File: src/design/vsrm_pkg.sv
`timescale 1ns / 1ps
`default_nettype none

package vsrm_pkg;

    localparam int COUNT_BITS = 16;
    localparam int VALUE_BITS = 16;
    localparam int SUM_BITS = COUNT_BITS + VALUE_BITS + 1;
    localparam int TAG_BITS = 8;
    localparam int SENSOR_BITS = 3;
    localparam int PRESENT_BITS = 3;
    localparam int RKIND_BITS = 2;
    localparam int NUM_TYPES = 4;
    localparam int TYPE_BITS = 2;
    localparam int REG_IDX_BITS = 3;
    localparam int CFG_DATA_BITS = VALUE_BITS + 1;
    localparam int DIV_CNT_BITS = $clog2(SUM_BITS + 1);
    localparam int QUEUE_DEPTH = 2;
    localparam int QPTR_BITS = $clog2(QUEUE_DEPTH);

    localparam int IN_DATA_BITS = ((TAG_BITS + 2 * VALUE_BITS + 7) / 8) * 8;
    localparam int OUT_FIELD_BITS = 1 + COUNT_BITS + 3 * VALUE_BITS;
    localparam int OUT_DATA_BITS = ((OUT_FIELD_BITS + 7) / 8) * 8;
    localparam int OUT_USER_BITS = RKIND_BITS + SENSOR_BITS;

    // register indexes
    localparam logic [REG_IDX_BITS-1:0] REG_PATIENT_TAG = 3'd0;
    localparam logic [REG_IDX_BITS-1:0] REG_THRESH_PRESENT = 3'd1;
    localparam logic [REG_IDX_BITS-1:0] REG_TEMP_MIN = 3'd2;
    localparam logic [REG_IDX_BITS-1:0] REG_TEMP_MAX = 3'd3;
    localparam logic [REG_IDX_BITS-1:0] REG_OXY_MIN = 3'd4;
    localparam logic [REG_IDX_BITS-1:0] REG_OXY_MAX = 3'd5;
    localparam logic [REG_IDX_BITS-1:0] REG_BP_SUM_MIN = 3'd6;
    localparam logic [REG_IDX_BITS-1:0] REG_BP_SUM_MAX = 3'd7;

    // sensor kinds
    localparam logic [SENSOR_BITS-1:0] SENSOR_TEMP = 3'd0;
    localparam logic [SENSOR_BITS-1:0] SENSOR_OXY = 3'd1;
    localparam logic [SENSOR_BITS-1:0] SENSOR_BP = 3'd2;
    localparam logic [SENSOR_BITS-1:0] SENSOR_ECG = 3'd3;

    // present bits
    localparam int PRESENT_TEMP = 0;
    localparam int PRESENT_OXY = 1;
    localparam int PRESENT_BP = 2;

    // result kinds
    localparam logic [RKIND_BITS-1:0] RK_VERDICT = 2'd0;
    localparam logic [RKIND_BITS-1:0] RK_SUMMARY = 2'd1;
    localparam logic [RKIND_BITS-1:0] RK_NOT_FOUND = 2'd2;
    localparam logic [RKIND_BITS-1:0] RK_IGNORED = 2'd3;

    typedef enum logic [2:0] {
        BK_IDLE,
        BK_SCAN,
        BK_DIV,
        BK_EMIT,
        BK_NF
    } back_state_t;

    typedef struct packed {
        logic                         ignored;
        logic [SENSOR_BITS-1:0]       kind;
        logic                         anom;
        logic signed [VALUE_BITS-1:0] value;
        logic                         last;
    } queue_entry_t;

    typedef struct packed {
        logic                  start;
        logic                  neg;
        logic [SUM_BITS-1:0]   dividend;
        logic [COUNT_BITS-1:0] divisor;
    } div_req_t;

    typedef struct packed {
        logic                         done;
        logic signed [VALUE_BITS-1:0] quot;
    } div_resp_t;

    typedef struct packed {
        logic [RKIND_BITS-1:0]        kind;
        logic [SENSOR_BITS-1:0]       sensor;
        logic                         anom;
        logic [COUNT_BITS-1:0]        count;
        logic signed [VALUE_BITS-1:0] min_v;
        logic signed [VALUE_BITS-1:0] max_v;
        logic signed [VALUE_BITS-1:0] mean_v;
        logic                         final_r;
    } result_t;

    // summaries go out as temperature, pressure, oximetry, ECG
    function automatic logic [TYPE_BITS-1:0] summary_type(input logic [TYPE_BITS-1:0] idx);
        logic [TYPE_BITS-1:0] t;
        case (idx)
            2'd0:    t = 2'd0;
            2'd1:    t = 2'd2;
            2'd2:    t = 2'd1;
            default: t = 2'd3;
        endcase
        return t;
    endfunction

endpackage

`default_nettype wire

File: src/design/vsrm_front.sv
`timescale 1ns / 1ps
`default_nettype none

module vsrm_front (
    input  wire logic                                clk,
    input  wire logic                                rst_n,
    input  wire logic                                s_axis_tvalid,
    output logic                                     s_axis_tready,
    input  wire logic [vsrm_pkg::IN_DATA_BITS-1:0]   s_axis_tdata,
    input  wire logic [vsrm_pkg::SENSOR_BITS-1:0]    s_axis_tuser,
    input  wire logic                                s_axis_tlast,
    input  wire logic                                cfg_we,
    input  wire logic [vsrm_pkg::REG_IDX_BITS-1:0]   cfg_addr,
    input  wire logic [vsrm_pkg::CFG_DATA_BITS-1:0]  cfg_wdata,
    input  wire logic                                q_full,
    output logic                                     q_push,
    output vsrm_pkg::queue_entry_t                   q_entry
);
    import vsrm_pkg::*;

    logic [TAG_BITS-1:0]            patient_tag_reg;
    logic [PRESENT_BITS-1:0]        present_reg;
    logic signed [VALUE_BITS-1:0]   temp_min_reg;
    logic signed [VALUE_BITS-1:0]   temp_max_reg;
    logic signed [VALUE_BITS-1:0]   oxy_min_reg;
    logic signed [VALUE_BITS-1:0]   oxy_max_reg;
    logic signed [VALUE_BITS:0]     bp_min_reg;
    logic signed [VALUE_BITS:0]     bp_max_reg;

    logic [TAG_BITS-1:0]            tag;
    logic [SENSOR_BITS-1:0]         kind;
    logic signed [VALUE_BITS-1:0]   val_a;
    logic signed [VALUE_BITS-1:0]   val_b;
    logic signed [VALUE_BITS:0]     sum_ab;
    logic                           anom;

    always_ff @(posedge clk or negedge rst_n)
    begin
        if (!rst_n)
        begin
            patient_tag_reg <= '0;
            present_reg     <= '0;
            temp_min_reg    <= '0;
            temp_max_reg    <= '0;
            oxy_min_reg     <= '0;
            oxy_max_reg     <= '0;
            bp_min_reg      <= '0;
            bp_max_reg      <= '0;
        end
        else if (cfg_we)
        begin
            case (cfg_addr)
                REG_PATIENT_TAG:    patient_tag_reg <= cfg_wdata[TAG_BITS-1:0];
                REG_THRESH_PRESENT: present_reg     <= cfg_wdata[PRESENT_BITS-1:0];
                REG_TEMP_MIN:       temp_min_reg    <= cfg_wdata[VALUE_BITS-1:0];
                REG_TEMP_MAX:       temp_max_reg    <= cfg_wdata[VALUE_BITS-1:0];
                REG_OXY_MIN:        oxy_min_reg     <= cfg_wdata[VALUE_BITS-1:0];
                REG_OXY_MAX:        oxy_max_reg     <= cfg_wdata[VALUE_BITS-1:0];
                REG_BP_SUM_MIN:     bp_min_reg      <= cfg_wdata[VALUE_BITS:0];
                REG_BP_SUM_MAX:     bp_max_reg      <= cfg_wdata[VALUE_BITS:0];
                default:            ;
            endcase
        end
    end

    assign tag    = s_axis_tdata[TAG_BITS-1:0];
    assign val_a  = s_axis_tdata[TAG_BITS +: VALUE_BITS];
    assign val_b  = s_axis_tdata[TAG_BITS+VALUE_BITS +: VALUE_BITS];
    assign kind   = s_axis_tuser;
    assign sum_ab = {val_a[VALUE_BITS-1], val_a} + {val_b[VALUE_BITS-1], val_b};

    always_comb
    begin
        case (kind)
            SENSOR_TEMP: anom = present_reg[PRESENT_TEMP]
                                && (val_a < temp_min_reg || val_a > temp_max_reg);
            SENSOR_OXY:  anom = present_reg[PRESENT_OXY]
                                && (val_a < oxy_min_reg || val_a > oxy_max_reg);
            SENSOR_BP:   anom = present_reg[PRESENT_BP]
                                && (sum_ab < bp_min_reg || sum_ab > bp_max_reg);
            default:     anom = 1'b0;
        endcase
    end

    assign s_axis_tready = !q_full;
    assign q_push        = s_axis_tvalid && !q_full;

    always_comb
    begin
        q_entry.ignored = (tag != patient_tag_reg) || (kind > SENSOR_ECG);
        q_entry.kind    = kind;
        q_entry.anom    = anom;
        // pressure statistic: floor of half the sum
        q_entry.value   = (kind == SENSOR_BP) ? sum_ab[VALUE_BITS:1] : val_a;
        q_entry.last    = s_axis_tlast;
    end

endmodule

`default_nettype wire

File: src/design/vsrm_queue.sv
`timescale 1ns / 1ps
`default_nettype none

module vsrm_queue (
    input  wire logic                    clk,
    input  wire logic                    rst_n,
    input  wire logic                    push,
    input  wire vsrm_pkg::queue_entry_t  push_entry,
    output logic                         full,
    input  wire logic                    pop,
    output vsrm_pkg::queue_entry_t       pop_entry,
    output logic                         empty
);
    import vsrm_pkg::*;

    queue_entry_t         mem_reg [QUEUE_DEPTH];
    logic [QPTR_BITS-1:0] wr_ptr_reg;
    logic [QPTR_BITS-1:0] rd_ptr_reg;
    logic [QPTR_BITS:0]   fill_reg;
    logic                 do_push;
    logic                 do_pop;

    assign full      = (fill_reg == (QPTR_BITS+1)'(QUEUE_DEPTH));
    assign empty     = (fill_reg == '0);
    assign do_push   = push && !full;
    assign do_pop    = pop && !empty;
    assign pop_entry = mem_reg[rd_ptr_reg];

    always_ff @(posedge clk)
    begin
        if (do_push)
        begin
            mem_reg[wr_ptr_reg] <= push_entry;
        end
    end

    always_ff @(posedge clk or negedge rst_n)
    begin
        if (!rst_n)
        begin
            wr_ptr_reg <= '0;
            rd_ptr_reg <= '0;
            fill_reg   <= '0;
        end
        else
        begin
            if (do_push)
            begin
                wr_ptr_reg <= (wr_ptr_reg == QPTR_BITS'(QUEUE_DEPTH - 1)) ? '0
                              : wr_ptr_reg + 1'b1;
            end
            if (do_pop)
            begin
                rd_ptr_reg <= (rd_ptr_reg == QPTR_BITS'(QUEUE_DEPTH - 1)) ? '0
                              : rd_ptr_reg + 1'b1;
            end
            case ({do_push, do_pop})
                2'b10:   fill_reg <= fill_reg + 1'b1;
                2'b01:   fill_reg <= fill_reg - 1'b1;
                default: fill_reg <= fill_reg;
            endcase
        end
    end

endmodule

`default_nettype wire

File: src/design/vsrm_div.sv
`timescale 1ns / 1ps
`default_nettype none

// restoring divider, one quotient bit per cycle, sign applied at the end
module vsrm_div (
    input  wire logic                clk,
    input  wire logic                rst_n,
    input  wire vsrm_pkg::div_req_t  req,
    output vsrm_pkg::div_resp_t      resp
);
    import vsrm_pkg::*;

    logic                    busy_reg;
    logic                    done_reg;
    logic [DIV_CNT_BITS-1:0] cnt_reg;
    logic [SUM_BITS-1:0]     quot_reg;
    logic [COUNT_BITS-1:0]   rem_reg;
    logic [COUNT_BITS-1:0]   divisor_reg;
    logic                    neg_reg;

    logic [COUNT_BITS:0]     shifted;
    logic                    ge;
    logic [COUNT_BITS:0]     diff;
    logic [SUM_BITS-1:0]     signed_q;

    assign shifted  = {rem_reg, quot_reg[SUM_BITS-1]};
    assign ge       = shifted >= {1'b0, divisor_reg};
    assign diff     = shifted - {1'b0, divisor_reg};
    assign signed_q = neg_reg ? (~quot_reg + 1'b1) : quot_reg;

    always_ff @(posedge clk or negedge rst_n)
    begin
        if (!rst_n)
        begin
            busy_reg <= 1'b0;
            done_reg <= 1'b0;
            cnt_reg  <= '0;
        end
        else if (req.start)
        begin
            busy_reg <= 1'b1;
            done_reg <= 1'b0;
            cnt_reg  <= DIV_CNT_BITS'(SUM_BITS);
        end
        else if (busy_reg)
        begin
            cnt_reg <= cnt_reg - 1'b1;
            if (cnt_reg == DIV_CNT_BITS'(1))
            begin
                busy_reg <= 1'b0;
                done_reg <= 1'b1;
            end
        end
    end

    always_ff @(posedge clk)
    begin
        if (req.start)
        begin
            quot_reg    <= req.dividend;
            rem_reg     <= '0;
            divisor_reg <= req.divisor;
            neg_reg     <= req.neg;
        end
        else if (busy_reg)
        begin
            quot_reg <= {quot_reg[SUM_BITS-2:0], ge};
            rem_reg  <= ge ? diff[COUNT_BITS-1:0] : shifted[COUNT_BITS-1:0];
        end
    end

    assign resp.done = done_reg;
    assign resp.quot = signed_q[VALUE_BITS-1:0];

endmodule

`default_nettype wire

File: src/design/vsrm_back.sv
`timescale 1ns / 1ps
`default_nettype none

module vsrm_back (
    input  wire logic                    clk,
    input  wire logic                    rst_n,
    input  wire logic                    q_empty,
    input  wire vsrm_pkg::queue_entry_t  q_entry,
    output logic                         q_pop,
    output vsrm_pkg::div_req_t           div_req,
    input  wire vsrm_pkg::div_resp_t     div_resp,
    output logic                         out_valid,
    input  wire logic                    out_ready,
    output vsrm_pkg::result_t            out_res
);
    import vsrm_pkg::*;

    back_state_t                  state_reg, state_next;
    logic [TYPE_BITS-1:0]         idx_reg, idx_next;
    logic [COUNT_BITS-1:0]        cnt_reg [NUM_TYPES];
    logic signed [VALUE_BITS-1:0] min_reg [NUM_TYPES];
    logic signed [VALUE_BITS-1:0] max_reg [NUM_TYPES];
    logic signed [SUM_BITS-1:0]   sum_reg [NUM_TYPES];
    logic                         out_valid_reg;
    result_t                      out_reg;

    logic                         slot_free;
    logic [TYPE_BITS-1:0]         rd_idx;
    logic [COUNT_BITS-1:0]        rd_cnt;
    logic signed [VALUE_BITS-1:0] rd_min;
    logic signed [VALUE_BITS-1:0] rd_max;
    logic signed [SUM_BITS-1:0]   rd_sum;
    logic [NUM_TYPES-1:0]         nz;
    logic                         any_nz;
    logic                         later_nz;
    logic signed [SUM_BITS-1:0]   v_ext;

    logic                         load;
    result_t                      res;
    logic                         upd;
    logic                         clr;

    assign slot_free = !out_valid_reg || out_ready;
    assign rd_idx    = (state_reg == BK_IDLE) ? q_entry.kind[TYPE_BITS-1:0]
                       : summary_type(idx_reg);
    assign rd_cnt    = cnt_reg[rd_idx];
    assign rd_min    = min_reg[rd_idx];
    assign rd_max    = max_reg[rd_idx];
    assign rd_sum    = sum_reg[rd_idx];
    assign v_ext     = {{(SUM_BITS-VALUE_BITS){q_entry.value[VALUE_BITS-1]}}, q_entry.value};

    always_comb
    begin
        for (int i = 0; i < NUM_TYPES; i++)
        begin
            nz[i] = (cnt_reg[i] != '0);
        end
    end
    assign any_nz = |nz;

    // any type after the current one in summary order still to report
    always_comb
    begin
        later_nz = 1'b0;
        for (int j = 0; j < NUM_TYPES; j++)
        begin
            if (TYPE_BITS'(j) > idx_reg && nz[summary_type(TYPE_BITS'(j))])
            begin
                later_nz = 1'b1;
            end
        end
    end

    always_comb
    begin
        state_next = state_reg;
        case (state_reg)
            BK_IDLE:
            begin
                if (!q_empty && slot_free && q_entry.last)
                begin
                    state_next = BK_SCAN;
                end
            end
            BK_SCAN:
            begin
                if (!any_nz)
                begin
                    state_next = BK_NF;
                end
                else if (rd_cnt != '0)
                begin
                    state_next = BK_DIV;
                end
                else if (idx_reg == TYPE_BITS'(NUM_TYPES - 1))
                begin
                    state_next = BK_IDLE;
                end
            end
            BK_DIV:
            begin
                if (div_resp.done)
                begin
                    state_next = BK_EMIT;
                end
            end
            BK_EMIT:
            begin
                if (slot_free)
                begin
                    state_next = later_nz ? BK_SCAN : BK_IDLE;
                end
            end
            BK_NF:
            begin
                if (slot_free)
                begin
                    state_next = BK_IDLE;
                end
            end
            default: state_next = BK_IDLE;
        endcase
    end

    always_comb
    begin
        q_pop            = 1'b0;
        load             = 1'b0;
        upd              = 1'b0;
        clr              = 1'b0;
        idx_next         = idx_reg;
        res              = '0;
        div_req.start    = 1'b0;
        div_req.neg      = rd_sum[SUM_BITS-1];
        div_req.dividend = rd_sum[SUM_BITS-1] ? SUM_BITS'(-rd_sum) : SUM_BITS'(rd_sum);
        div_req.divisor  = rd_cnt;
        case (state_reg)
            BK_IDLE:
            begin
                idx_next    = '0;
                q_pop       = !q_empty && slot_free;
                load        = q_pop;
                upd         = q_pop && !q_entry.ignored;
                res.kind    = q_entry.ignored ? RK_IGNORED : RK_VERDICT;
                res.sensor  = q_entry.kind;
                res.anom    = !q_entry.ignored && q_entry.anom;
                res.final_r = !q_entry.last;
            end
            BK_SCAN:
            begin
                div_req.start = any_nz && (rd_cnt != '0);
                if (any_nz && rd_cnt == '0 && idx_reg != TYPE_BITS'(NUM_TYPES - 1))
                begin
                    idx_next = idx_reg + 1'b1;
                end
            end
            BK_DIV:
            begin
            end
            BK_EMIT:
            begin
                load        = slot_free;
                res.kind    = RK_SUMMARY;
                res.sensor  = SENSOR_BITS'(summary_type(idx_reg));
                res.count   = rd_cnt;
                res.min_v   = rd_min;
                res.max_v   = rd_max;
                res.mean_v  = div_resp.quot;
                res.final_r = !later_nz;
                if (slot_free)
                begin
                    if (later_nz)
                    begin
                        idx_next = idx_reg + 1'b1;
                    end
                    else
                    begin
                        clr = 1'b1;
                    end
                end
            end
            BK_NF:
            begin
                load        = slot_free;
                res.kind    = RK_NOT_FOUND;
                res.final_r = 1'b1;
                clr         = slot_free;
            end
            default:
            begin
            end
        endcase
    end

    always_ff @(posedge clk or negedge rst_n)
    begin
        if (!rst_n)
        begin
            state_reg     <= BK_IDLE;
            idx_reg       <= '0;
            out_valid_reg <= 1'b0;
            for (int i = 0; i < NUM_TYPES; i++)
            begin
                cnt_reg[i] <= '0;
                min_reg[i] <= '0;
                max_reg[i] <= '0;
                sum_reg[i] <= '0;
            end
        end
        else
        begin
            state_reg <= state_next;
            idx_reg   <= idx_next;
            if (load)
            begin
                out_valid_reg <= 1'b1;
            end
            else if (out_ready)
            begin
                out_valid_reg <= 1'b0;
            end
            if (clr)
            begin
                for (int i = 0; i < NUM_TYPES; i++)
                begin
                    cnt_reg[i] <= '0;
                    min_reg[i] <= '0;
                    max_reg[i] <= '0;
                    sum_reg[i] <= '0;
                end
            end
            else if (upd)
            begin
                if (rd_cnt == '0 || q_entry.value < rd_min)
                begin
                    min_reg[rd_idx] <= q_entry.value;
                end
                if (rd_cnt == '0 || q_entry.value > rd_max)
                begin
                    max_reg[rd_idx] <= q_entry.value;
                end
                // saturated count freezes count and sum
                if (rd_cnt != '1)
                begin
                    cnt_reg[rd_idx] <= rd_cnt + 1'b1;
                    sum_reg[rd_idx] <= rd_sum + v_ext;
                end
            end
        end
    end

    always_ff @(posedge clk)
    begin
        if (load)
        begin
            out_reg <= res;
        end
    end

    assign out_valid = out_valid_reg;
    assign out_res   = out_reg;

endmodule

`default_nettype wire

File: src/design/vital_sign_range_monitor_core.sv
`timescale 1ns / 1ps
`default_nettype none

// Channel   Dir  Handshake                 Payload
// s_axis    in   s_axis_tvalid/tready      one sensor reading, tlast = last reading
// m_axis    out  m_axis_tvalid/tready      verdict, ignored, summary or not-found item
// cfg       in   cfg_we (no wait)          register index and write data
//
// Front takes one reading per cycle while the two-entry queue has room.
// Back presents the verdict of a reading in the cycle after it takes the reading from the queue.
// A last reading adds one summary per active type (a not-found item if none),
// each behind the serial divider that computes the mean.
// Reset clears configuration, statistics, queue and output valid flag.
// Output stalls back up through the queue to s_axis_tready.
module vital_sign_range_monitor_core (
    input  wire logic                                clk,
    input  wire logic                                rst_n,
    input  wire logic                                s_axis_tvalid,
    output logic                                     s_axis_tready,
    // reading_patient, value_a, value_b
    input  wire logic [vsrm_pkg::IN_DATA_BITS-1:0]   s_axis_tdata,
    // sensor_kind
    input  wire logic [vsrm_pkg::SENSOR_BITS-1:0]    s_axis_tuser,
    input  wire logic                                s_axis_tlast,
    output logic                                     m_axis_tvalid,
    input  wire logic                                m_axis_tready,
    // anomalous, reading_count, min_value, max_value, mean_value
    output logic [vsrm_pkg::OUT_DATA_BITS-1:0]       m_axis_tdata,
    // result_kind, result_sensor
    output logic [vsrm_pkg::OUT_USER_BITS-1:0]       m_axis_tuser,
    output logic                                     m_axis_tlast,
    input  wire logic                                cfg_we,
    input  wire logic [vsrm_pkg::REG_IDX_BITS-1:0]   cfg_addr,
    input  wire logic [vsrm_pkg::CFG_DATA_BITS-1:0]  cfg_wdata
);
    import vsrm_pkg::*;

    logic         q_full;
    logic         q_empty;
    logic         q_push;
    logic         q_pop;
    queue_entry_t push_entry;
    queue_entry_t pop_entry;
    div_req_t     div_req;
    div_resp_t    div_resp;
    result_t      res;

    vsrm_front u_front (
        .clk           (clk),
        .rst_n         (rst_n),
        .s_axis_tvalid (s_axis_tvalid),
        .s_axis_tready (s_axis_tready),
        .s_axis_tdata  (s_axis_tdata),
        .s_axis_tuser  (s_axis_tuser),
        .s_axis_tlast  (s_axis_tlast),
        .cfg_we        (cfg_we),
        .cfg_addr      (cfg_addr),
        .cfg_wdata     (cfg_wdata),
        .q_full        (q_full),
        .q_push        (q_push),
        .q_entry       (push_entry)
    );

    vsrm_queue u_queue (
        .clk        (clk),
        .rst_n      (rst_n),
        .push       (q_push),
        .push_entry (push_entry),
        .full       (q_full),
        .pop        (q_pop),
        .pop_entry  (pop_entry),
        .empty      (q_empty)
    );

    vsrm_div u_div (
        .clk   (clk),
        .rst_n (rst_n),
        .req   (div_req),
        .resp  (div_resp)
    );

    vsrm_back u_back (
        .clk       (clk),
        .rst_n     (rst_n),
        .q_empty   (q_empty),
        .q_entry   (pop_entry),
        .q_pop     (q_pop),
        .div_req   (div_req),
        .div_resp  (div_resp),
        .out_valid (m_axis_tvalid),
        .out_ready (m_axis_tready),
        .out_res   (res)
    );

    assign m_axis_tdata = OUT_DATA_BITS'({res.mean_v, res.max_v, res.min_v, res.count, res.anom});
    assign m_axis_tuser = {res.sensor, res.kind};
    assign m_axis_tlast = res.final_r;

endmodule

`default_nettype wire
File: config.mk
export PLATFORM = sky130hd
export DESIGN_NAME = vital_sign_range_monitor_core
export DESIGN_NICKNAME = d
export VERILOG_FILES = /design/src/design/vsrm_pkg.sv /design/src/design/vsrm_front.sv /design/src/design/vsrm_queue.sv /design/src/design/vsrm_div.sv /design/src/design/vsrm_back.sv /design/src/design/vital_sign_range_monitor_core.sv
export SDC_FILE = /design/constraint.sdc
export NUM_CORES = 1
export LEC_CHECK = 0
export ABC_AREA = 0
export CAP_MARGIN = 10
export CELL_PAD_IN_SITES_DETAIL_PLACEMENT = 0
export CELL_PAD_IN_SITES_GLOBAL_PLACEMENT = 2
export CORE_MARGIN = 2
export CORE_UTILIZATION = 47
export CTS_BUF_LIST = sky130_fd_sc_hd__clkbuf_8
export DETAILED_ROUTE_END_ITERATION = 7
export DONT_BUFFER_PORTS = 1
export PLACE_DENSITY = 0.95
export SLEW_MARGIN = 25
export SYNTH_ARGS = -nofsm -noshare
export SYNTH_HDL_FRONTEND = slang
export SYNTH_SLANG_ARGS = --single-unit
File: constraint.sdc
create_clock -name clk -period 13.25 [get_ports clk]
set_input_delay 1.9875 -clock clk [delete_from_list [all_inputs] [get_ports clk]]
set_output_delay 1.9875 -clock clk [all_outputs]
set_load 0.005 [all_outputs]
==> Word level (Yosys, flattened, before mapping) <==
Memories as Yosys holds them, arrays and structs flattened.
Cells that the tools add are included.
{ "op_classes": {"addsub": 12, "order_cmp": 16, "n_eq_ne": 30, "muxes": 84, "bitwise": 2, "n_reduce_logical": 67} }
{ "ops": {"columns": ["op", "n"], "rows": [
  ["$mux W64", 9],
  ["$mux W132", 3],
  ["$mux W33", 6],
  ["$bwmux W64", 3],
  ["$mux W16", 10],
  ["$bwmux W132", 1],
  ["$bmux W16 S2", 3],
  ["$reduce_bool A16 Y1", 5],
  ["$bmux W33 S2", 1],
  ["$demux W33 S2", 1],
  ["$gt A16 B16 Y1", 3],
  ["$lt A16 B16 Y1", 3],
  ["$add A33 B16 Y33", 1],
  ["$neg A33 Y33", 1],
  ["$add A16 B1 Y16 const B", 2],
  ["$demux W16 S2", 1],
  ["$reduce_and A2 Y1", 12],
  ["$mux W1", 22],
  ["$mux W3", 7],
  ["$logic_and A1 B1 Y1", 18],
  ["$pmux W2 S3", 3],
  ["$add A16 B16 Y17", 1],
  ["$ge A17 B16 Y1", 1],
  ["$gt A17 B17 Y1", 1],
  ["other kinds (42)", 93]
]} }
{ "word_totals": {"register_bits": 588, "ramBits": 44, "inputBits": 69, "out_inout_bits": 80, "wordCells": 257, "memories": 1} }
{ "mem_list": {"columns": ["name", "depth", "word_bits", "read_ports", "rd_clocked_by_memory_dff", "wr", "line", "text"], "rows": [
  ["u_queue.mem_reg", 2, 22, 1, 0, 1, "vsrm_queue.sv:16", "queue_entry_t mem_reg [QUEUE_DEPTH];"]
]} }

==> Longest topological paths before layout <==
Gate-level depths: netlist of run 1.
{ "depth": {"depth_word": 12, "mapped_depth": 27, "mapped_depth_nobuf": 18} }

==> Cells and area by module <==
A second synthesis of run 1 with hierarchy kept.
{ "hier_totals": {"cells_unflattened": 3583, "hier_area_um2": 35522.8} }
{ "modules_own_cells": {"columns": ["mod", "instances", "cells_each", "area_per_inst_um2", "seq_area_each_um2"], "rows": [
  ["vsrm_back", 1, 2343, 21919.8, 10390.0],
  ["vsrm_front", 1, 739, 7457.2, 2727.6],
  ["vsrm_div", 1, 407, 4301.6, 2021.9],
  ["vsrm_queue", 1, 86, 1788.0, 1421.4],
  ["vital_sign_range_monitor_core", 1, 8, 56.3, 0.0]
]} }

==> Worst setup path after synthesis of run 1 <==
No wires, ideal clock.
{ "synth_timing": {"kind": "in2reg", "from": "input port m_axis_tready", "to": "register u_back.out_reg, in the netlist u_back.out_res[0] (enable)", "setup_ps": 523, "arrival_time_ps": 5484, "required_time_ps": 12727, "slack_ps": 7242, "cell_stages": 2, "path_buffers": 0, "cell_sequence": "nor2b_1 a21oi_1"} }
{ "synth_between": {"elab_chain_len": 3} }
{ "synth_rtl": {"columns": ["element", "line", "text"], "rows": [
  ["start, declared", "vital_sign_range_monitor_core.sv:26", "input wire logic m_axis_tready,"],
  ["$logic_or A1 B1 Y1 (*)", "vsrm_back.sv:43", "assign slot_free = !out_valid_reg || out_ready;"],
  ["$logic_and A1 B1 Y1", "vsrm_back.sv:141", "q_pop = !q_empty && slot_free;"],
  ["$pmux W1 S2 (*)", "vsrm_back.sv:137", "case (state_reg)"],
  ["via u_back.load", "vsrm_back.sv:38", "logic load;"],
  ["end signal, assigned", "vsrm_back.sv:256", "out_reg <= res;"],
  ["end, declared", "vsrm_back.sv:25", "result_t out_reg;"]
]} }
The timed path passes the listed nets; every way through them passes the cells marked *.
A chain may end at the register's enable or synchronous reset.

==> results of run 1 <==
-- area by class of cell --
| cell class | count | area share, % |
|---|---|---|
| inverters | 159 | 1.57 |
| flip-flops and latches | 632 | 43.5 |
| clock buffers | 134 | 4.84 |
| multi-input cells | 2558 | 44.8 |
| clock inverters | 72 | 1.20 |
| repair buffers | 35 | 0.965 |
| diodes | 1 | 0.00657 |
| well taps | 969 | 3.18 |
-- cell families (layout without fill, tap and decap cells) --
| kind of cell | count (synthesis) | in the layout | synth area share [%] |
|---|---|---|---|
| AO/OA/AOI/OAI | 636 | 636 | 11.0 |
| XOR/XNOR | 121 | 121 | 3.02 |
| adder cells (fa/ha/maj) | 204 | 204 | 7.33 |
| buffers and inverters | 353 | 400 | 4.57 |
| flip-flops | 632 | 632 | 47.2 |
| multiplexers | 368 | 368 | 11.0 |
| other | 1 | 8 | 0.0107 |
| AND/OR/NAND/NOR | 1222 | 1222 | 15.9 |
-- path summary, 6_finish.rpt --
check | to | slack, ns
max in group asynchronous | u_back.sum_reg[30] | 11.24
worst min-delay path | u_div.rem_reg[15] | 0.46
worst max-delay path | u_div.quot_reg[32] | 6.50
worst min register to register | u_div.rem_reg[15] | 0.46
worst max register to register | u_div.quot_reg[32] | 6.50
min in group asynchronous | u_back.min_reg[42] | 1.01
-- worst max-delay path: stages (launching register included) --
cell     delay [ns]
dfrtp_1        0.51
or3_1          0.67
mux2_8         0.92
buf_4          0.92
mux2i_1        0.20
mux2i_1        0.43
inv_1          0.17
ha_1           0.22
nor2b_1        0.15
and4_1         0.45
nor4_4         0.35
buf_4          0.31
buf_4          0.76
nand3_1        0.19
o21ai_1        0.14
-- per-layer routing --
metal  routed length [um]  up-vias  part of all wire (%)  GRT usage, %
met1                40700    12600                    44          31.5
li1                     -    12500                     -             -
met4                 2660       12                   2.9          7.51
met3                 5980      171                   6.5          5.69
met5                   72        -                 0.078             0
met2                42700      622                    46          38.8
-- report_power, final --
part	internal [uW]	leakage, uW	total, uW	switching [uW]
clock network	1010	0.00132	1860	843
registers	2460	0.00779	2690	230
logic	1340	0.00858	3950	2610
-- metrics by stage --
| step | cell area [um^2] | total power [uW] | setup slack [ns] |
|---|---|---|---|
| 2_1_floorplan | 35100 | 5570 | 7.24 |
| 3_3_place_gp | 35700 | 6600 | 6.63 |
| 3_5_place_dp | 35700 | 6630 | 6.56 |
| 4_1_cts | 38000 | 8520 | 6.51 |
| 5_1_grt | 38100 | 9090 | 5.98 |
| 6_report | 38100 | 8500 | 6.50 |
-- cells in the mapped netlist, drive strengths merged (25+ instances only) --
cell    count  share of area (%)
a31oi      29               0.52
a21o       47                1.0
o21ai     303                4.4
nor2      265                2.8
nor2b      25               0.45
nor3       38               0.54
clkbuf    112                1.2
xor2       59                1.5
inv       158                1.7
nand2     433                4.6
xnor2      62                1.5
edfxtp    165                 14
dfrtp     451                 32
and3       27               0.48
nor4       26               0.54
nand4      32               0.57
ha        201                7.2
mux2i     250                7.2
buf        82                1.7
mux2      116                3.7
nand2b     26               0.47
a21oi     111                1.6
nand3     288                4.1
==> flow_summary.ini, run 1 <==
[setup_path]
rr_worst_depth = 14
cp_data_required_time_ns = 13.80
r2r-start = u_back.state_reg[1]
worstSetupPathType = reg2reg
critical_path_arrival_ns = 7.29
end_kind = flip-flop
crit_fanout = 101
start_kind = flip-flop
crit_start = u_back.state_reg[1]

[placement]
gp_congestion = 0.850
dp_hpwl_mm = 59.8
place_inst = 4347
port_buffers = 0

[die]
std_cell_rows = 100
chipHeight_um = 277
io_pins = 149
start_util_pct = 47.3
die_w_um = 277
coreArea_mm2 = 0.0742
dieArea_mm2 = 0.0769

[power_and_ir_drop]
cellPowerDensity_mw_per_mm2 = 223
peakVddDrop_uv = 145
p_leak_uw = 0.0177

[detailed_routing]
via_per_inst = 5.67
wirelength_mm = 92.2
post_drt_wl_per_cell_um = 20.2
ant_nets = 0
route.detailed.drc = 0
drt_iter0_markers = 1696
num_vias = 25900
drt_first_pass_iters = 5

[global_routing]
grt-ovfl-total = 0
grt_pass1_vias = 25600
grt_pass1_wl_mm = 145
antenna_found_initial = 7
grt_usage_pct = 23.8
grt_max_degree = 452

[sta]
fin_crit_ns = 6.75
rsz0062_at_grt = no
clock_skew_ns = 0.0354
fmax_mhz = 148
hold_slack_ns = 0.457
setup_viol = 0
hold_viol = 0
maxSlewHeadroom_pct = 15.1
tns_ns = 0
period_share_pct = 50.9
tightest_slew_ns = 1.27
report.final.slew_viol_count = 0

[cts]
cts.clk_slew.worst_paths_ns = 0.06
tritoncts = yes
postCtsHoldBufs = 0
postCtsResizedCells = 0
cts_root_buf = clkbuf_8
cts_setup_buffers = 0
cts_inserted_buffers = 111
clock_latency_ns = 0.74
clock_sinks = 632
clock_path_buffers = 3
htree_levels = 3

[cells_and_area]
largest_reg_flops = 132
drive_gt1_share_pct = 9.94
nets = 3770
fillerInstances = 6859
fin_cells = 4560
regArea_mm2 = 0.0166
final_core_util_pct = 51.4
mostFrequentLayoutCells = dfrtp_1, nand2_1, o21ai_0, nand3_1, nor2_1
multi_input_area_mm2 = 0.0171
syn2layout_area_growth_pct = 8.56
final_common_cell = dfrtp_1

[outcome]
status = completed

[hold_path]
worstHoldPathType = reg2reg
holdPathStages = 2
min_from = u_div.rem_reg[15]

[synth]
ys_warn_count = 0
ys_seq_area_share_pct = 47.2
async_flop_share_pct = 71.4
syn_inst = 3537
synthesis.area_mm2 = 0.0351
syn_avg_cell_area_um2 = 9.93
synth_cell_types = 87
ys.flop_type = dfrtp_1
ys_ff_latch = 632
synth_edf_count = 165

[run]
maxCapViolations = 0
No activity file was read; power rests on OpenSTA's default activity.
==> run 2, diff against run 1 <==
- CORE_UTILIZATION: 47 -> 44
- PLACE_DENSITY: 0.95 -> 0.92
- clock period: 13.25 -> 6.65 ns (I/O delays scaled with it)
==> flow_summary.ini, run 2 (synthesized netlist as in run 1, its figures left out) <==
[setup_path]
start_kind = flip-flop
crit_fanout = 53
worstSetupPathType = reg2reg
crit_family = simple AND/OR/NAND/NOR gates
critical_path_arrival_ns = 6.12
end_kind = flip-flop
cpPeakStageDelay_ns = 0.67
crit_path_frequent_cell = a31oi_1
crit_chain = or3_1 > mux2_2 > buf_4 > and3_1 > a31oi_1 > ha_1 > nand4_1 > nor4bb_1 > o211ai_1 > a31oi_1 > o21a_1 > a21oi_1 > a211oi_1 > o21ai_0
crit_buf_inv = 1
cp_slowest_cell = buf_4
cp_data_required_time_ns = 7.23

[sta]
maxSlewHeadroom_pct = 29.7
tightest_slew_ns = 1.05
report.final.slew_viol_count = 0
tns_ns = 0
clock_skew_ns = 0.0265
hold_viol = 0
fmax_mhz = 180
setup_viol = 0
fin_crit_ns = 5.54
period_share_pct = 83.3
rsz0062_at_grt = no

[power_and_ir_drop]
p_int_uw = 9620
p_seq_share_pct = 31.5
switching_power_uw = 7480
peakVddDrop_uv = 323
netSwitchingFraction_pct = 43.7
pwr-share-clk_pct = 21.4
p_leak_uw = 0.0178
finalPower_uw = 17100
combPwrFrac_pct = 47.1
cellPowerDensity_mw_per_mm2 = 443

[cells_and_area]
drive_gt1_share_pct = 10.6
mostFrequentLayoutCells = dfrtp_1, nand2_1, o21ai_0, nand3_1, nor2_1
nets = 3795
final_common_cell = dfrtp_1
fillerInstances = 7362
largest_reg_flops = 132
syn2layout_area_growth_pct = 9.86

[cts]
cts.clk_slew.worst_paths_ns = 0.06
tritoncts = yes
cts_root_buf = clkbuf_8
cts_inserted_buffers = 110
clock_path_buffers = 3
clock_sinks = 632
postCtsHoldBufs = 4
cts_setup_buffers = 0
clock_latency_ns = 0.73
postCtsResizedCells = 0
htree_levels = 3

[die]
chipHeight_um = 286
die_w_um = 286
coreArea_mm2 = 0.0790
dieArea_mm2 = 0.0821
start_util_pct = 44.4
io_pins = 149
std_cell_rows = 103

[detailed_routing]
ant_nets = 0
wirelength_mm = 93.4
via_per_inst = 5.53
route.detailed.drc = 0
num_vias = 25800
post_drt_wl_per_cell_um = 20.0
drt_first_pass_iters = 6
drt_iter0_markers = 1837

[run]
maxCapViolations = 0

[global_routing]
antenna_found_initial = 10
grt_usage_pct = 22.8
grt_pass1_wl_mm = 148
grt-ovfl-total = 0
grt_max_degree = 214
grt_pass1_vias = 25700

[hold_path]
worstHoldPathType = in2async

[placement]
dp_hpwl_mm = 63.1
port_buffers = 0
gp_congestion = 0.846

[outcome]
status = completed
==> run 2: changes by cell type in the layout (fill, tap and decap cells not counted), sizes merged <==
| cell | previous run | this run |
|---|---|---|
| clkbuf | 134 | 125 |
| clkinv | 25 | 34 |
| diode | 1 | 3 |
| inv | 198 | 197 |
| buf | 35 | 60 |
| clkinvlp | 3 | 6 |
| bufinv | 5 | 7 |
==> run 2: worst paths after layout <==
kind | startpoint | endpoint | slack [ns] | cells past startpoint
hold / removal | rst_n | u_back.sum_reg[75] | 0.13 | 1
hold reg to reg | u_div.rem_reg[15] | u_div.rem_reg[15] | 0.47 | 2
min in group clk | s_axis_tuser[0] | u_queue.mem_reg[1][18] | 0.37 | 0
setup reg to reg | u_back.state_reg[1] | u_back.sum_reg[65] | 1.11 | 14
max in group asynchronous | rst_n | u_back.max_reg[26] | 5.40 | 2
setup / recovery | u_back.state_reg[1] | u_back.sum_reg[65] | 1.11 | 14
==> run 2: layout make-up <==
| type | count | area, um^2 | share of cell area [%] |
|---|---|---|---|
| Clock inverter | 85 | 571 | 1.48 |
| Antenna cell | 3 | 7.51 | 0.0195 |
| Inverter | 159 | 597 | 1.55 |
| Clock buffer | 124 | 1710 | 4.42 |
| Timing Repair Buffer | 61 | 713 | 1.85 |
| Sequential cell | 632 | 16600 | 42.9 |
| Tap cell | 1050 | 1310 | 3.41 |
| Multi-Input combinational cell | 2558 | 17100 | 44.3 |
==> run 2: metal layers <==
metal	GRT usage (%)	share of wire [%]	vias up
met5	0	0.11	-
met4	6.19	2.0	14
met2	37.0	47	579
met3	5.02	6.0	140
met1	30.9	45	12600
li1	-	-	12500
==> run 2: through the flow <==
stage | instances | setup slack, ns | hold WS [ns] | utilization [%] | cell area [um^2]
detailed placement | 4452 | 1.14 | 0.457 | 45.7 | 36100
global placement | 4451 | 1.11 | 0.448 | 45.7 | 36100
finish | 4672 | 1.11 | 0.127 | 48.8 | 38600
CTS | 4665 | 1.10 | 0.0837 | 48.7 | 38500
floorplan | 3543 | 1.10 | 0.437 | - | 35100
global route | 4672 | 0.544 | 0.0992 | 48.8 | 38600
==> run 2: power by group through the flow <==
stage	registers, uW	logic, uW	clock network [uW]
floorplan	5290	5810	0
global placement	5430	7860	0
detailed placement	5450	7930	0
CTS	5380	8040	3760
global route	5470	8940	3930
finish	5380	8050	3660
